`src/sv/cbbs_pkg.sv`:
```
// ----------------------------------------------------------------------------
// cbbs_pkg
// shared constants, register indexes and stage types of the blob box tracker
// ----------------------------------------------------------------------------
package cbbs_pkg;

  // frame geometry
  localparam int FRAME_WIDTH  = 320;
  localparam int FRAME_HEIGHT = 240;

  localparam int COL_W = (FRAME_WIDTH  > 1) ? $clog2(FRAME_WIDTH)  : 1;
  localparam int ROW_W = (FRAME_HEIGHT > 1) ? $clog2(FRAME_HEIGHT) : 1;

  localparam logic [COL_W-1:0] LAST_COL = COL_W'(FRAME_WIDTH - 1);
  localparam logic [ROW_W-1:0] LAST_ROW = ROW_W'(FRAME_HEIGHT - 1);

  // width of the steering compare: center plus margin without overflow
  localparam int CMP_W = ((COL_W > 8) ? COL_W : 8) + 1;
  localparam logic [CMP_W-1:0] HALF_WIDTH = CMP_W'(FRAME_WIDTH / 2);

  // configuration port
  localparam int CFG_IDX_W  = 3;
  localparam int CFG_DATA_W = 8;

  localparam logic [CFG_IDX_W-1:0] REG_BLUE_LOW     = 3'd0;
  localparam logic [CFG_IDX_W-1:0] REG_BLUE_HIGH    = 3'd1;
  localparam logic [CFG_IDX_W-1:0] REG_GREEN_LOW    = 3'd2;
  localparam logic [CFG_IDX_W-1:0] REG_GREEN_HIGH   = 3'd3;
  localparam logic [CFG_IDX_W-1:0] REG_RED_LOW      = 3'd4;
  localparam logic [CFG_IDX_W-1:0] REG_RED_HIGH     = 3'd5;
  localparam logic [CFG_IDX_W-1:0] REG_CENTER_MARGIN = 3'd6;

  // steering codes
  localparam logic [1:0] STEER_NONE  = 2'd0;
  localparam logic [1:0] STEER_LEFT  = 2'd1;
  localparam logic [1:0] STEER_RIGHT = 2'd2;

  typedef struct packed {
    logic [7:0] blue_low;
    logic [7:0] blue_high;
    logic [7:0] green_low;
    logic [7:0] green_high;
    logic [7:0] red_low;
    logic [7:0] red_high;
    logic [7:0] center_margin;
  } cfg_t;

  // classified pixel handed from the input stage to the tracker
  typedef struct packed {
    logic             hit;
    logic             last;
    logic [COL_W-1:0] col;
    logic [ROW_W-1:0] row;
  } pix_t;

  typedef struct packed {
    logic       in_range;
    logic       frame_done;
    logic       object_found;
    logic [8:0] box_left;
    logic [8:0] box_right;
    logic [7:0] box_top;
    logic [7:0] box_bottom;
    logic [8:0] center_column;
    logic [1:0] steer;
  } result_t;

endpackage

```
`src/sv/cbbs_classify.sv`:
```
// ----------------------------------------------------------------------------
// cbbs_classify
// input stage: threshold test, raster position counters, pixel register
// ----------------------------------------------------------------------------
module cbbs_classify (
  input  logic                clk,
  input  logic                rst,
  input  logic                in_valid,
  output logic                in_ready,
  input  logic [7:0]          blue,
  input  logic [7:0]          green,
  input  logic [7:0]          red,
  input  cbbs_pkg::cfg_t      cfg,
  output logic                pix_valid,
  output cbbs_pkg::pix_t      pix,
  input  logic                pix_take
);

  logic [cbbs_pkg::COL_W-1:0] col_count;
  logic [cbbs_pkg::ROW_W-1:0] row_count;
  logic                       accept;
  logic                       hit;
  logic                       at_row_end;
  logic                       at_last;

  assign in_ready = !pix_valid || pix_take;
  assign accept   = in_valid && in_ready;

  assign hit = (blue  >= cfg.blue_low)  && (blue  <= cfg.blue_high) &&
               (green >= cfg.green_low) && (green <= cfg.green_high) &&
               (red   >= cfg.red_low)   && (red   <= cfg.red_high);

  assign at_row_end = (col_count == cbbs_pkg::LAST_COL);
  assign at_last    = at_row_end && (row_count == cbbs_pkg::LAST_ROW);

  always_ff @(posedge clk) begin
    if (rst) begin
      col_count <= '0;
      row_count <= '0;
      pix_valid <= 1'b0;
    end else begin
      if (accept) begin
        pix_valid <= 1'b1;
        if (at_last) begin
          col_count <= '0;
          row_count <= '0;
        end else if (at_row_end) begin
          col_count <= '0;
          row_count <= row_count + 1'b1;
        end else begin
          col_count <= col_count + 1'b1;
        end
      end else if (pix_take) begin
        pix_valid <= 1'b0;
      end
    end
  end

  // payload
  always_ff @(posedge clk) begin
    if (accept) begin
      pix.hit  <= hit;
      pix.last <= at_last;
      pix.col  <= col_count;
      pix.row  <= row_count;
    end
  end

endmodule

```
`src/sv/cbbs_track.sv`:
```
// ----------------------------------------------------------------------------
// cbbs_track
// bounding box tracker, center and steering decision, result register
// ----------------------------------------------------------------------------
module cbbs_track (
  input  logic                clk,
  input  logic                rst,
  input  logic                pix_valid,
  input  cbbs_pkg::pix_t      pix,
  output logic                pix_take,
  input  logic [7:0]          center_margin,
  output logic                out_valid,
  input  logic                out_ready,
  output cbbs_pkg::result_t   result
);

  logic                       seen_any;
  logic [cbbs_pkg::COL_W-1:0] min_column;
  logic [cbbs_pkg::COL_W-1:0] max_column;
  logic [cbbs_pkg::ROW_W-1:0] min_row;
  logic [cbbs_pkg::ROW_W-1:0] max_row;

  logic                       seen_any_next;
  logic [cbbs_pkg::COL_W-1:0] min_column_next;
  logic [cbbs_pkg::COL_W-1:0] max_column_next;
  logic [cbbs_pkg::ROW_W-1:0] min_row_next;
  logic [cbbs_pkg::ROW_W-1:0] max_row_next;

  logic [cbbs_pkg::COL_W-1:0] span;
  logic [cbbs_pkg::COL_W-1:0] center;
  logic [cbbs_pkg::CMP_W-1:0] center_ext;
  logic [cbbs_pkg::CMP_W-1:0] margin_ext;
  logic [1:0]                 steer_code;
  cbbs_pkg::result_t          result_next;

  assign pix_take = pix_valid && (!out_valid || out_ready);

  // box update with the current pixel
  always_comb begin
    seen_any_next   = seen_any;
    min_column_next = min_column;
    max_column_next = max_column;
    min_row_next    = min_row;
    max_row_next    = max_row;
    if (pix.hit) begin
      seen_any_next = 1'b1;
      if (!seen_any) begin
        min_column_next = pix.col;
        max_column_next = pix.col;
        min_row_next    = pix.row;
        max_row_next    = pix.row;
      end else begin
        if (pix.col < min_column) min_column_next = pix.col;
        if (pix.col > max_column) max_column_next = pix.col;
        if (pix.row < min_row)    min_row_next    = pix.row;
        if (pix.row > max_row)    max_row_next    = pix.row;
      end
    end
  end

  assign span       = max_column_next - min_column_next;
  assign center     = min_column_next + (span >> 1);
  assign center_ext = cbbs_pkg::CMP_W'(center);
  assign margin_ext = cbbs_pkg::CMP_W'(center_margin);

  // center < half - margin  <=>  center + margin < half
  always_comb begin
    priority if (center_ext + margin_ext < cbbs_pkg::HALF_WIDTH) begin
      steer_code = cbbs_pkg::STEER_LEFT;
    end else if (center_ext > cbbs_pkg::HALF_WIDTH + margin_ext) begin
      steer_code = cbbs_pkg::STEER_RIGHT;
    end else begin
      steer_code = cbbs_pkg::STEER_NONE;
    end
  end

  always_comb begin
    result_next          = '0;
    result_next.in_range = pix.hit;
    if (pix.last) begin
      result_next.frame_done = 1'b1;
      if (seen_any_next) begin
        result_next.object_found  = 1'b1;
        result_next.box_left      = 9'(min_column_next);
        result_next.box_right     = 9'(max_column_next);
        result_next.box_top       = 8'(min_row_next);
        result_next.box_bottom    = 8'(max_row_next);
        result_next.center_column = 9'(center);
        result_next.steer         = steer_code;
      end
    end
  end

  always_ff @(posedge clk) begin
    if (rst) begin
      out_valid  <= 1'b0;
      seen_any   <= 1'b0;
      min_column <= '0;
      max_column <= '0;
      min_row    <= '0;
      max_row    <= '0;
    end else begin
      if (pix_take) begin
        out_valid <= 1'b1;
        if (pix.last) begin
          seen_any   <= 1'b0;
          min_column <= '0;
          max_column <= '0;
          min_row    <= '0;
          max_row    <= '0;
        end else begin
          seen_any   <= seen_any_next;
          min_column <= min_column_next;
          max_column <= max_column_next;
          min_row    <= min_row_next;
          max_row    <= max_row_next;
        end
      end else if (out_ready) begin
        out_valid <= 1'b0;
      end
    end
  end

  always_ff @(posedge clk) begin
    if (pix_take) begin
      result <= result_next;
    end
  end

endmodule

```
`src/sv/color_blob_box_steer_top.sv`:
```
// ----------------------------------------------------------------------------
// color_blob_box_steer_top
// color threshold blob tracker: per-pixel mask, frame bounding box and steer
// ----------------------------------------------------------------------------
// usage
//   pixels enter on the in_valid / in_ready channel in raster order, one
//   blue, green, red sample per item; row and column are counted inside
//   every accepted item gives exactly one result item on out_valid /
//   out_ready: the in-range mask bit, plus on the frame's last pixel the
//   frame_done flag, object_found, the box, its center column and steer
//   an item passes the input register, then the result register, before its
//   result is valid; throughput: one item per cycle sustained while out_ready
//   stays high; the limit is the box update plus center and steer compare
//   between the two registers
//   receiver stall: the result register holds, the input register fills,
//   then in_ready drops; nothing is lost or repeated
//   reset: thresholds go to 0..255 on every channel, margin to 12, the
//   raster counters and the box tracker clear, both registers empty
//   configuration: cfg_we writes register cfg_index with cfg_data at once;
//   write only while no item is in flight
// ----------------------------------------------------------------------------
module color_blob_box_steer_top (
  input  logic                             clk,
  input  logic                             rst,
  // configuration
  input  logic                             cfg_we,
  input  logic [cbbs_pkg::CFG_IDX_W-1:0]   cfg_index,
  input  logic [cbbs_pkg::CFG_DATA_W-1:0]  cfg_data,
  // pixel items
  input  logic                             in_valid,
  output logic                             in_ready,
  input  logic [7:0]                       blue,
  input  logic [7:0]                       green,
  input  logic [7:0]                       red,
  // result items
  output logic                             out_valid,
  input  logic                             out_ready,
  output logic                             in_range,
  output logic                             frame_done,
  output logic                             object_found,
  output logic [8:0]                       box_left,
  output logic [8:0]                       box_right,
  output logic [7:0]                       box_top,
  output logic [7:0]                       box_bottom,
  output logic [8:0]                       center_column,
  output logic [1:0]                       steer
);

  cbbs_pkg::cfg_t    cfg;
  cbbs_pkg::pix_t    pix;
  cbbs_pkg::result_t result;
  logic              pix_valid;
  logic              pix_take;

  // configuration registers; unknown indexes are ignored
  always_ff @(posedge clk) begin
    if (rst) begin
      cfg.blue_low      <= 8'd0;
      cfg.blue_high     <= 8'd255;
      cfg.green_low     <= 8'd0;
      cfg.green_high    <= 8'd255;
      cfg.red_low       <= 8'd0;
      cfg.red_high      <= 8'd255;
      cfg.center_margin <= 8'd12;
    end else if (cfg_we) begin
      unique case (cfg_index)
        cbbs_pkg::REG_BLUE_LOW:      cfg.blue_low      <= cfg_data;
        cbbs_pkg::REG_BLUE_HIGH:     cfg.blue_high     <= cfg_data;
        cbbs_pkg::REG_GREEN_LOW:     cfg.green_low     <= cfg_data;
        cbbs_pkg::REG_GREEN_HIGH:    cfg.green_high    <= cfg_data;
        cbbs_pkg::REG_RED_LOW:       cfg.red_low       <= cfg_data;
        cbbs_pkg::REG_RED_HIGH:      cfg.red_high      <= cfg_data;
        cbbs_pkg::REG_CENTER_MARGIN: cfg.center_margin <= cfg_data;
        default: ;
      endcase
    end
  end

  // stage one: threshold test and raster position
  cbbs_classify u_classify (
    .clk       (clk),
    .rst       (rst),
    .in_valid  (in_valid),
    .in_ready  (in_ready),
    .blue      (blue),
    .green     (green),
    .red       (red),
    .cfg       (cfg),
    .pix_valid (pix_valid),
    .pix       (pix),
    .pix_take  (pix_take)
  );

  // stage two: box tracking and frame-end report
  cbbs_track u_track (
    .clk           (clk),
    .rst           (rst),
    .pix_valid     (pix_valid),
    .pix           (pix),
    .pix_take      (pix_take),
    .center_margin (cfg.center_margin),
    .out_valid     (out_valid),
    .out_ready     (out_ready),
    .result        (result)
  );

  assign in_range      = result.in_range;
  assign frame_done    = result.frame_done;
  assign object_found  = result.object_found;
  assign box_left      = result.box_left;
  assign box_right     = result.box_right;
  assign box_top       = result.box_top;
  assign box_bottom    = result.box_bottom;
  assign center_column = result.center_column;
  assign steer         = result.steer;

  // box fields only carry data on a frame's last item
  a_mid_frame_quiet: assert property (@(posedge clk) disable iff (rst)
    out_valid && !frame_done |-> !object_found && box_left == 9'd0 &&
      box_right == 9'd0 && center_column == 9'd0 &&
      steer == cbbs_pkg::STEER_NONE)
    else $error("box fields set on an item that does not end a frame");

  // an empty frame reports no box and no steering
  a_empty_frame: assert property (@(posedge clk) disable iff (rst)
    out_valid && frame_done && !object_found |-> box_top == 8'd0 &&
      box_bottom == 8'd0 && center_column == 9'd0 &&
      steer == cbbs_pkg::STEER_NONE)
    else $error("empty frame reports a box or a steer code");

  // the input side only stalls when both stages hold items and the sink stalls
  a_stall_cause: assert property (@(posedge clk) disable iff (rst)
    !in_ready |-> pix_valid && out_valid && !out_ready)
    else $error("input stalled without a full pipeline");

endmodule
```
`config.mk`:
```
export PLATFORM = sky130hd
export DESIGN_NAME = color_blob_box_steer_top
export DESIGN_NICKNAME = d
export VERILOG_FILES = /design/src/sv/cbbs_pkg.sv /design/src/sv/cbbs_classify.sv /design/src/sv/cbbs_track.sv /design/src/sv/color_blob_box_steer_top.sv
export SDC_FILE = /design/constraint.sdc
export NUM_CORES = 1
export LEC_CHECK = 0
export ABC_CLOCK_PERIOD_IN_PS = 16050
export BUFFER_PORTS_ARGS = -buffer_cell sky130_fd_sc_hd__buf_2
export CAP_MARGIN = 25
export CORE_MARGIN = 3
export CORE_UTILIZATION = 30
export DETAILED_ROUTE_END_ITERATION = 10
export GPL_TIMING_DRIVEN = 0
export SLEW_MARGIN = 40
export SYNTH_ARGS = -nofsm -noshare
export SYNTH_HDL_FRONTEND = slang
export SYNTH_HIERARCHICAL = 1
export SYNTH_SLANG_ARGS = --single-unit
```
`constraint.sdc`:
```
create_clock -name clk -period 16.05 [get_ports clk]
set_clock_uncertainty 0.15 [all_clocks]
set_input_delay 1.605 -clock clk [delete_from_list [all_inputs] [get_ports clk]]
set_output_delay 1.605 -clock clk [all_outputs]
set_load 0.01 [all_outputs]
```
---- Word level (Yosys, flattened, before mapping) ----
Cells that the tools add are included.
W data, S select, Z words.
storage, ports and cells
  register bits ........................... 177
  output and inout port bits .............. 50
  input bits .............................. 40
cells by class
  reduce and logical (&&, ||, !) cells .... 26
  $lt $le $gt $ge ......................... 12
  mux-type cells .......................... 30
  bitwise logic cells ..................... 2
  add/subtract/negate cells ............... 6
  equal/unequal tests ..................... 8
operator list
  cell                   count
  $mux W9                10
  $mux W8                10
  $mux W47               1
  $mux W46               1
  $ge A8 B8 Y1           3
  $le A8 B8 Y1           3
  $reduce_and A2 Y1      9
  $add A9 B8 Y10         1
  $gt A9 B10 Y1          1
  $lt A10 B8 Y1 const B  1
  $add A8 B8 Y9 const A  1
  $add A9 B1 Y9 const B  1
  $add A9 B8 Y9          1
  $eq A3 B3 Y1 const B   3
  $eq A9 B9 Y1 const B   1
  $gt A9 B9 Y1           1
  $lt A9 B9 Y1           1
  $sub A9 B9 Y9          1
  $add A8 B1 Y8 const B  1
  $eq A8 B8 Y1 const B   1
  $gt A8 B8 Y1           1
  $logic_and A1 B1 Y1    8
  $lt A8 B8 Y1           1
  $eq A3 B2 Y1 const B   2
  other kinds (9)        20

---- Logic depth before layout (Yosys ltp) ----
  depth in word-level cells ............... 11
  mapped depth ............................ 32

---- Cells and area by module ----
Netlist, hierarchy kept.
by module, submodules not included
  module                    area each (um2)  cells each  times used  sequential area each (um2)
  cbbs_track                5522.8           596         1           2162.1
  cbbs_classify             2544.9           273         1           930.9
  color_blob_box_steer_top  2194.6           206         1           1121.1

---- Worst setup path before layout ----
No wires, ideal clock.
  path kind ............................... reg2reg
  start ................................... register, netlist name u_classify/pix[11]
  end ..................................... register, netlist name u_track/result[1]
  path buffers ............................ 4
  data required time ...................... 15.640 ns
  arrival ................................. 6.148 ns
  setup time .............................. 0.260 ns
  period minus slack after synthesis ...... 6.558 ns
  cell stages (with the launch flop) ...... 30
  slack ................................... 9.492 ns
  cell sequence ........................... edfxtp_1 > ha_1 > and4_4 > a21o_1 > a211o_1 > and2_2 > clkbuf_1 > clkbuf_1 > o21ai_0 > ha_1 > buf_1 > o21a_1 > o31ai_2 > a21boi_0 > ha_1 > clkbuf_1 > and4b_1 > mux2i_1 > nand4_1 > nor2_1 > xnor2_1 > ha_1 > o21bai_1 > a21oi_1 > o21ai_0 > a21boi_0 > and3b_1 > a2111oi_0 > nor2_1 > mux2_2
on the way
  longest elaborated chain between the ends .. 9
  elaborated cells on any way between the ends .. 15
  classes of those cells .................. add/sub (3); order compare (4); mux (7); reduce/logical (1)
ends and longest elaborated chain
  what                                  RTL line          source
  $gt A9 B9 Y1 (*)                      cbbs_track.sv:54  if (pix.col > max_column) max_column_next = pix.col;
  $mux W9 (*)                           cbbs_track.sv:54
  $mux W9 (*)                           cbbs_track.sv:47  if (!seen_any) begin
  $mux W9 (*)                           cbbs_track.sv:45  if (pix.hit) begin
  net u_track.max_column_next, one bit  cbbs_track.sv:25  logic [cbbs_pkg::COL_W-1:0] max_column_next;
  $sub A9 B9 Y9 (*)                     cbbs_track.sv:61  assign span = max_column_next - min_column_next;
  $add A9 B8 Y9 (*)                     cbbs_track.sv:62  assign center = min_column_next + (span >> 1);
  net u_track.center, one bit           cbbs_track.sv:30  logic [cbbs_pkg::COL_W-1:0] center;
  $add A9 B8 Y10                        cbbs_track.sv:68  priority if (center_ext + margin_ext < cbbs_pkg::HALF_WIDTH) begin
  $lt A10 B8 Y1                         cbbs_track.sv:68
  $reduce_or A3 Y1 (no line)            -
The timed path passes the listed nets; every way through them passes the cells marked *.
A chain may end at the register's enable or synchronous reset.

---- Worst setup path in the final report ----
  start ................................... register, netlist name u_classify/pix[14]
  end ..................................... register, netlist name u_track/result[1]
on the way
  longest elaborated chain between the ends .. 9
  elaborated cells on any way between the ends .. 15
  classes of those cells .................. add/sub (3); order compare (4); mux (7); reduce/logical (1)
ends and longest elaborated chain
  what                                  RTL line
  $gt A9 B9 Y1 (*)                      cbbs_track.sv:54
  $mux W9 (*)                           cbbs_track.sv:54
  $mux W9 (*)                           cbbs_track.sv:47
  $mux W9 (*)                           cbbs_track.sv:45
  net u_track.max_column_next, one bit  cbbs_track.sv:25
  $sub A9 B9 Y9 (*)                     cbbs_track.sv:61
  $add A9 B8 Y9 (*)                     cbbs_track.sv:62
  net u_track.center, one bit           cbbs_track.sv:30
  $add A9 B8 Y10                        cbbs_track.sv:68
  $lt A10 B8 Y1                         cbbs_track.sv:68
  $reduce_or A3 Y1 (no line)            -
Marked as above.

==> reports/qor.yml <==
status: "finished, final reports clean"
drtIter0Drc: 455
core_sq_um: 33600
endpoint: "u_track/result[1]"
p_per_area_nw_per_um2: 101
slew_headroom: 0.444
post_cts_buffers: 0
grt_antenna_before_repair: 1
crit_slowest_cell: "o21ai_0"
rsz0062_at_grt: "no"
ys_seq_area_frac: 0.411
tightest_slew_ns: 0.825
clockBufferDepth: 2
final_core_util: 0.353
cp_data_required_time_ns: 16.09
holdWs_ns: 0.325
vias: 7964
routedWlPerCell_microns: 15.0
grt_max_degree: 56
initial_utilization: 0.305
final_common_cell: "nor2_1"
die_area_sq_um: 36500
r2r_start: "u_classify/pix[14]"
diodes: 0
setup_tns_ns: 0
r2r_cells: 29
r2r_slack_ns: 8.07
synth.ff_latch_count: 177
crit_fanout: 10
crit_buf_inv: 4
crit_top_cell: "ha_1"
arrival_ns: 8.03
grt-busiest-layer: "met2"
fin_nets: 1338
grt_pass1_vias: 7666
viasPerCell: 4.84
use_met2: 0.225
period_needed_ns: 7.98
reg2reg_to: "u_track/result[1]"
area_delta_synth_final_pct: 15.6
hold_viol_final: 0
cts_tree: "done"
drc: 0
syn_inst: 1075
ant_nets: 0
ys.flop_type: "dfxtp_1"
drive_gt1_frac: 0.131
cts_buffers: 17
grt_pass1_wl_mm: 39.4
grt.total_usage: 0.135
end_kind: "flop"
port_buffers: 89
cts-root-buf: "clkbuf_16"
gp_congestion: 0.865
hold_buffers: 0
synth_edf_count: 67
place_hpwl_mm: 18.8
wl_mm: 24.6
setup_viol: 0
max_cap_viol_count: 0
clkLatencyLatePin_ns: 0.44
rows: 67
worst-setup-path-type: "flop to flop"
fmax_mhz: 125
maxSlewViolCount: 0
avgSynthCellArea_sq_um: 9.55
path_delay_family: "compound AO/OA/AOI/OAI gates"
met1_usage: 0.177
p_leak_nw: 5.16
htree_levels: 4
cp.depth: 29
crit_path_start_kind: "flop"
cts_resized: 0
ys_types: 79
clock-sinks: 177
firstDrtPassIters: 5
crit_start: "u_classify/pix[14]"
io_pins: 90
use_met3: 0.0205
cpPeakStageDelay_ns: 0.62
grt_overflow: 0
dieHeight_microns: 191
yosys_warnings: 6
final_cell_mix: "nor2_1 (123), ha_1 (115), dfxtp_1 (110)"
vdd_drop_max_mv: 0.0711
synthArstFlopShare: 0
clk_pin_slew_ns: 0.07
hold_path_class: "flop to flop"
finalCritPeriodShare: 0.497
netlist_area_sq_um: 10300
die_width_microns: 191
synth_nets: 1230
-- kinds of logic after synthesis --
kind of cell	Yosys count	share of synthesized area
buf+inv	140	0.0532
flops	177	0.411
compound gates	208	0.134
xor+xnor	25	0.0221
simple gates	341	0.172
mux	69	0.0686
fa+ha+maj	115	0.140
-- stage by stage --
stage | cells | setup WS [ns] | cell area, sq um | total power [mW]
detailed placement | 1612 | 8.17 | 11300 | 0.788
global route | 1644 | 7.45 | 11900 | 1.26
floorplan | 1075 | 9.49 | 10300 | 0.712
global placement | 1612 | 8.27 | 11300 | 0.783
finish | 1644 | 8.07 | 11900 | 1.20
CTS | 1644 | 8.12 | 11900 | 1.21
-- sequential cells by signal, indices dropped and copies added (netlist names) --
signal,count
u_track/out_valid,1
u_track/max_column,9
u_classify/col_count,9
u_track/max_row,8
u_classify/pix,19
cfg,56
u_track/seen_any,1
u_classify/row_count,8
u_classify/pix_valid,1
u_track/min_column,9
u_track/result,48
u_track/min_row,8
-- how the worst min path moves through the flow --
| stage | slack [ns] | to | from | cells past startpoint |
|---|---|---|---|---|
| 2_1_floorplan | 0.27 | u_track/result[47] | u_classify/pix[18] | 0 |
| 3_3_place_gp | 0.31 | u_track/out_valid | u_classify/pix_valid | 2 |
| 3_5_place_dp | 0.32 | cfg[23] | cfg[23] | 2 |
| 4_1_cts | 0.33 | cfg[18] | cfg[18] | 2 |
| 5_1_grt | 0.35 | cfg[18] | cfg[18] | 2 |
| 6_report | 0.33 | cfg[17] | cfg[17] | 2 |
-- area by class of cell --
cell class / instances / area, sq um
flip-flops and latches: 177 / 4210
clock inverters: 11 / 85.1
repair buffers: 89 / 445
fillers: 3410 / 21800
multi-input cells: 758 / 5500
inverters: 104 / 393
clock buffers: 21 / 504
plain buffers: 36 / 155
well taps: 448 / 561
-- cell usage after synthesis (all sizes together) (3+ instances only) --
| library cell | n | area (sq um) |
|---|---|---|
| a211o | 4 | 35.0 |
| a211oi | 9 | 80.1 |
| a21boi | 5 | 37.5 |
| a21o | 11 | 82.6 |
| a21oi | 63 | 319 |
| a22o | 9 | 78.8 |
| a22oi | 23 | 173 |
| a31oi | 7 | 43.8 |
| and2 | 19 | 123 |
| and3 | 3 | 20.0 |
| and4 | 3 | 31.3 |
| buf | 13 | 68.8 |
| clkbuf | 23 | 86.3 |
| dfxtp | 110 | 2200 |
| edfxtp | 67 | 2010 |
| ha | 115 | 1440 |
| inv | 103 | 387 |
| mux2i | 68 | 693 |
| nand2 | 52 | 200 |
| nand2b | 50 | 313 |
| nand3 | 14 | 70.1 |
| nand4 | 17 | 121 |
| nand4b | 3 | 26.3 |
| nor2 | 123 | 462 |
| nor2b | 11 | 68.8 |
| nor3 | 17 | 90.1 |
| nor3b | 3 | 27.5 |
| nor4 | 3 | 18.8 |
| o211ai | 5 | 37.5 |
| o21a | 9 | 67.6 |
| o21ai | 39 | 195 |
| o31ai | 4 | 40.0 |
| or3 | 7 | 43.8 |
| or4 | 3 | 26.3 |
| xnor2 | 8 | 70.1 |
| xor2 | 17 | 156 |
-- power by group --
part           total (mW)  switching [mW]  internal [mW]
clock               0.417           0.188          0.229
sequential          0.496          0.0114          0.485
combinational       0.284           0.169          0.116
-- per-layer routing --
| layer | vias to the layer above | part of all wire |
|---|---|---|
| met4 | 2 | 0.024 |
| li1 | 4024 | - |
| met5 | - | 0.00053 |
| met1 | 3770 | 0.47 |
| met2 | 137 | 0.47 |
| met3 | 31 | 0.033 |
-- worst min-delay path: stages, from the launching register on --
cell and delay [ns]:
dfxtp_1 0.31, nand2b_1 0.06, mux2i_1 0.06
(Power assumes the default switching activity.)
